`src/vbd_ram.sv`:
```
// vbd_ram: generic single write port, single read port ram with registered read
// read returns the old word when read and write hit the same address; no dependencies
module vbd_ram #(
    parameter int DATA_W = 8,
    parameter int DEPTH  = 256,
    parameter int ADDR_W = $clog2(DEPTH)
) (
    input  logic              i_clk,
    input  logic              i_wr_en,
    input  logic [ADDR_W-1:0] i_wr_addr,
    input  logic [DATA_W-1:0] i_wr_data,
    input  logic              i_rd_en,
    input  logic [ADDR_W-1:0] i_rd_addr,
    output logic [DATA_W-1:0] o_rd_data
);

    logic [DATA_W-1:0] r_mem [DEPTH];
    logic [DATA_W-1:0] r_rd_data;

    always_ff @(posedge i_clk) begin
        if (i_wr_en) begin
            r_mem[i_wr_addr] <= i_wr_data;
        end
        if (i_rd_en) begin
            r_rd_data <= r_mem[i_rd_addr];
        end
    end

    assign o_rd_data = r_rd_data;

endmodule

```
`config.mk`:
```
export PLATFORM = sky130hd
export DESIGN_NAME = vbd_ram
export DESIGN_NICKNAME = d
export VERILOG_FILES = /design/src/vbd_ram.sv
export SDC_FILE = /design/constraint.sdc
export NUM_CORES = 2
export LEC_CHECK = 0
export ABC_AREA = 0
export ABC_CLOCK_PERIOD_IN_PS = 3000
export BUFFER_PORTS_ARGS = -buffer_cell sky130_fd_sc_hd__buf_2
export CAP_MARGIN = 25
export CORE_MARGIN = 2
export CORE_UTILIZATION = 40
export CTS_CLUSTER_DIAMETER = 30
export DETAILED_ROUTE_END_ITERATION = 10
export PLACE_DENSITY_LB_ADDON = 0.15
export SLEW_MARGIN = 20
export SYNTH_ARGS = -nofsm -noshare
export SYNTH_HDL_FRONTEND = slang
export SYNTH_SLANG_ARGS = --single-unit
```
`constraint.sdc`:
```
create_clock -name i_clk -period 3 [get_ports i_clk]
set_input_delay 0.6 -clock i_clk [delete_from_list [all_inputs] [get_ports i_clk]]
set_output_delay 0.6 -clock i_clk [all_outputs]
set_load 0.02 [all_outputs]
```
== Word-level counts from Yosys, hierarchy flattened ==
Memories as Yosys holds them, arrays and structs flattened. A register that Yosys moved wholly into a read port is not among the register bits.
Index checks and enable logic that the tools add are counted.
Widths: inputs -> output; s select.

* Register bits after elaboration: 0
* RAM bits: 2,048
* Bits of input ports: 27
* Output and inout port bits: 8
* Word-level logic and storage cells: 3
* Memories: 1

* Multiplexer cells: 2

{| class="wikitable"
|+ Memory list
! name !! words !! bits a word !! read ports !! clocked after memory_dff !! write ports !! RTL line !! text
|-
| r_mem || 256 || 8 || 1 || 1 || 1 || 17 || <nowiki>logic [DATA_W-1:0] r_mem [DEPTH];</nowiki>
|}

{| class="wikitable"
|+ Operators with widths
! operator !! number
|-
| $mux 1 || 2
|}

== Longest topological paths before layout ==
* Word-level depth: 2
* Depth in mapped cells: 11
* Mapped depth without buffers: 6

== Least setup slack after synthesis ==
Ideal clock, no wire load.

* Path type: input-to-reg
* Start: input port i_rd_addr[0]
* End: register r_rd_data[2] (netlist: o_rd_data[2]), read port of r_mem, data pin
* Library setup time: 0.269 ns
* Arrival: 2.407 ns
* Required time: 2.731 ns
* Path slack: 0.324 ns
* Stages on the path: 9
* Buffers on the path: 4
* Path through: buf_6 buf_12 buf_8 buf_2 mux4_2 a22oi_1 a21oi_1 nor4_1 nor4_2

{| class="wikitable"
|+ RTL lines
! element !! RTL line !! text
|-
| start: declaration || 13 || <nowiki>input logic [ADDR_W-1:0] i_rd_addr,</nowiki>
|-
| end: declaration || 18 || <nowiki>logic [DATA_W-1:0] r_rd_data;</nowiki>
|}

==> results by group <==
Run status
  • Outcome: completed

Route
  • Drt wl/cell: roughly 29 um
  • Via density: around 5.5
  • Final ANT Viol Nets: 0
  • DRC violations left: 0
  • Routed wire length: 221000 um
  • Via count: around 42000
  • Drt pass-1 iters: 8
  • Initial drt markers: between 4000 and 5000

Worst setup path
  • Critical Path Start Type: primary input
  • Critical path capture point type: flip-flop
  • Crit Path Max Fanout: 19
  • CP dominant cell by count: buf_4
  • Crit path kind: in -> reg
  • Buf+Inv Stages, Crit Path: 4
  • Max incr delay on CP: slightly below 0.9 ns
  • Critical Path RT: 3.66 ns
  • Top delay family on crit path: buffers and inverters
  • WP data arrival: approximately 3.6 ns
  • Crit-path cells: buf_8 -> buf_12 -> buf_4 -> mux4_2 -> a22oi_1 -> a21oi_1 -> nor4_1 -> buf_4 -> nor4_2
  • Slowest CP cell: nor4_1

Power
  • Peak supply drop: approximately 500 uV
  • Net Sw Power: ~17 mW
  • Power Density: about 810 mW/mm2
  • Clk pwr share: about 57%
  • Combinational fraction of design power: 4.1%
  • Pint: around 66 mW
  • Sw frac: 20.7%
  • Leak pwr: 34.4 nW
  • Sequential power share: 38.4%

Global routing
  • GRT Residual Overflow: 0
  • Initial antenna violation count: 8
  • Number of global-route vias before repair: approximately 44000
  • GRT Overall Usage: between 20% and 30%
  • Pin count of the biggest net entering global routing: 92
  • Global-route wire length before repair: approximately 320000 um

Finish
  • Commonest non-fill, non-tap cell in the layout: edfxtp_1
  • Layout cell share with drive strength beyond 1: between 30% and 40%
  • Nets: 4671
  • Core Util, Final: approximately 52%
  • Fillers: 15523
  • Most frequent cells in the layout: 2056 x edfxtp_1, 580 x buf_4, 454 x mux4_2
  • Area growth syn-to-layout: 29.0%

Logic synthesis
  • Ys async rst share: 0%
  • Gate Count Post-Synth: between 3000 and 4000
  • Synth Warn #: 0
  • Mapped Area: ~0.08 mm2
  • Synth area leader: edfxtp_1
  • Post-synth cell types: 54
  • Ys flop type: edfxtp_1
  • Syn_nets: about 3800
  • FF+latch count, synth: a little over 2000
  • Syn avg cell area: ~21 um2
  • Top cell type's share of synthesized area: just under 80%
  • Dominant cells by area after synthesis: edfxtp_1 78%, mux4_2 13%, mux2i_1 1.7%, nor2_1 1.3%, a22oi_1 1.3%
  • EDFF count, synth: about 2100
  • Register area share after synthesis: around 78%

STA
  • RSZ-0062 raised after global routing: no
  • Period utilization: between 90 and 100%
  • Rel. slew slack: between 20% and 30%
  • Post-route minimum period: 2.89 ns
  • Hold WS: between 0.04 and 0.05 ns
  • Count of pins over their slew limit: 0
  • Slew @ Worst Pin: 1.06 ns
  • Setup-failing EPs final: 0
  • Final hold violations: 0
  • Max frequency: approximately 350 MHz
  • Clock skew: 0.0501 ns

Clock network
  • CTS tree: done
  • Root Buffer: clkbuf_16
  • CTS resizes: 0
  • CTS buffer count: about 440
  • H-tree depth: 5
  • Clk buf depth: 4
  • Clock sink total: ~2100
  • Clk_lat worst skew: 0.96 ns
  • CTS clk-pin slew, worst paths: about 0.05 ns

Floorplanning
  • Die ar.: 0.203 mm2
  • Initial Util: between 40% and 50%
  • Die Ht: around 450 um
  • Die W: between 400 and 500 um
  • Standard-cell rows: 163
  • Ports: 35
  • Core ar.: 0.198 mm2

Run
  • Max-Cap Viols: 0

Place
  • Placer Congestion: 0.827
  • Final HPWL from detailed placement: 141000 um
  • Port Buf Inserts: 34

Hold path
  • Hold crit path type: in -> reg
## worst paths after layout
path	slack, ns	cells past startpoint	from	end
hold reg to reg	1.15	7	r_mem[32][5]	o_rd_data[5]
setup reg to reg	0.15	6	r_mem[82][2]	o_rd_data[2]
hold / removal	0.04	1	i_wr_data[0]	r_mem[117][0]
setup / recovery	0.11	9	i_rd_addr[0]	o_rd_data[0]
## cell families after synthesis
| logic type | count (synthesis) | synth area share (%) |
|---|---|---|
| AOI/OAI and AO/OA | 385 | 3.42 |
| muxes | 591 | 14.6 |
| DFF | 2056 | 77.5 |
| buffers and inverters | 235 | 1.83 |
| and+or+nand+nor | 466 | 2.63 |
## final cells by class
class | instances | area, um2 | share of cell area, %
Antenna cell | 3 | 7.51 | 0.00731
Clock buffer | 487 | 11300 | 11.0
Clock inverter | 308 | 3490 | 3.40
Inverter | 2 | 7.51 | 0.00731
Multi-Input combinational cell | 1442 | 16500 | 16.1
Sequential cell | 2056 | 61700 | 60.1
Tap cell | 2640 | 3300 | 3.22
Timing Repair Buffer | 701 | 6390 | 6.22
## timing repair
| action | CTS | global route |
|---|---|---|
| hold buffers | 1 | 0 |
| buffers inserted | 0 | 0 |
| hold endpoints to repair | 2 | 0 |
## power groups by stage
stage	combinational, mW	sequential [mW]	clock (mW)
finish	3.38	31.8	47.7
global route	3.58	31.8	49.8
CTS	3.44	31.8	48.3
detailed placement	3.43	32.3	0
global placement	3.41	32.3	0
floorplan	1.54	32.3	0
## worst register-to-register path, cell delays in order (launching register included)
cell      delay, ns
edfxtp_1       0.36
mux4_2         0.49
mux4_2         0.58
nor2b_1        0.18
nor4_1         0.65
buf_4          0.26
nor4_2         0.05
## per-layer routing
layer | part of all wire [%] | track usage [%]
met4 | 2.6 | 6.71
met1 | 43 | 30.0
met2 | 48 | 34.6
met3 | 6.4 | 4.40
met5 | 0.027 | 0
## sequential cells by signal, indices dropped and copies added (netlist names)
register,count
o_rd_data,8
r_mem,2048
## synth_stat cells (all sizes together), types with 4 or more instances
| cell | n |
|---|---|
| clkbuf | 111 |
| nand2 | 33 |
| a21oi | 96 |
| a22o | 8 |
| nand3 | 34 |
| a221oi | 14 |
| o211ai | 10 |
| mux4 | 456 |
| and2 | 6 |
| o22ai | 28 |
| mux2i | 134 |
| or2 | 4 |
| a2111oi | 5 |
| edfxtp | 2056 |
| o32ai | 5 |
| nor2 | 282 |
| nand2b | 8 |
| a22oi | 133 |
| a211oi | 16 |
| nor4 | 27 |
| nand4 | 10 |
| o22a | 5 |
| buf | 122 |
| nor2b | 31 |
| o221ai | 47 |
| o21ai | 12 |
| nor3 | 22 |
## stage by stage
step	setup TNS, ns	total power, mW	instance area, um2	setup WS (ns)	cells
2_1_floorplan	0	33.9	79600	0.324	3733
3_3_place_gp	-6.56	35.7	88000	-0.785	6839
3_5_place_dp	-7.37	35.8	88000	-0.781	6839
4_1_cts	0	83.6	103000	0.138	7635
5_1_grt	0	85.2	103000	0.142	7636
6_report	0	82.9	103000	0.109	7639
(Power assumes the default switching activity.)
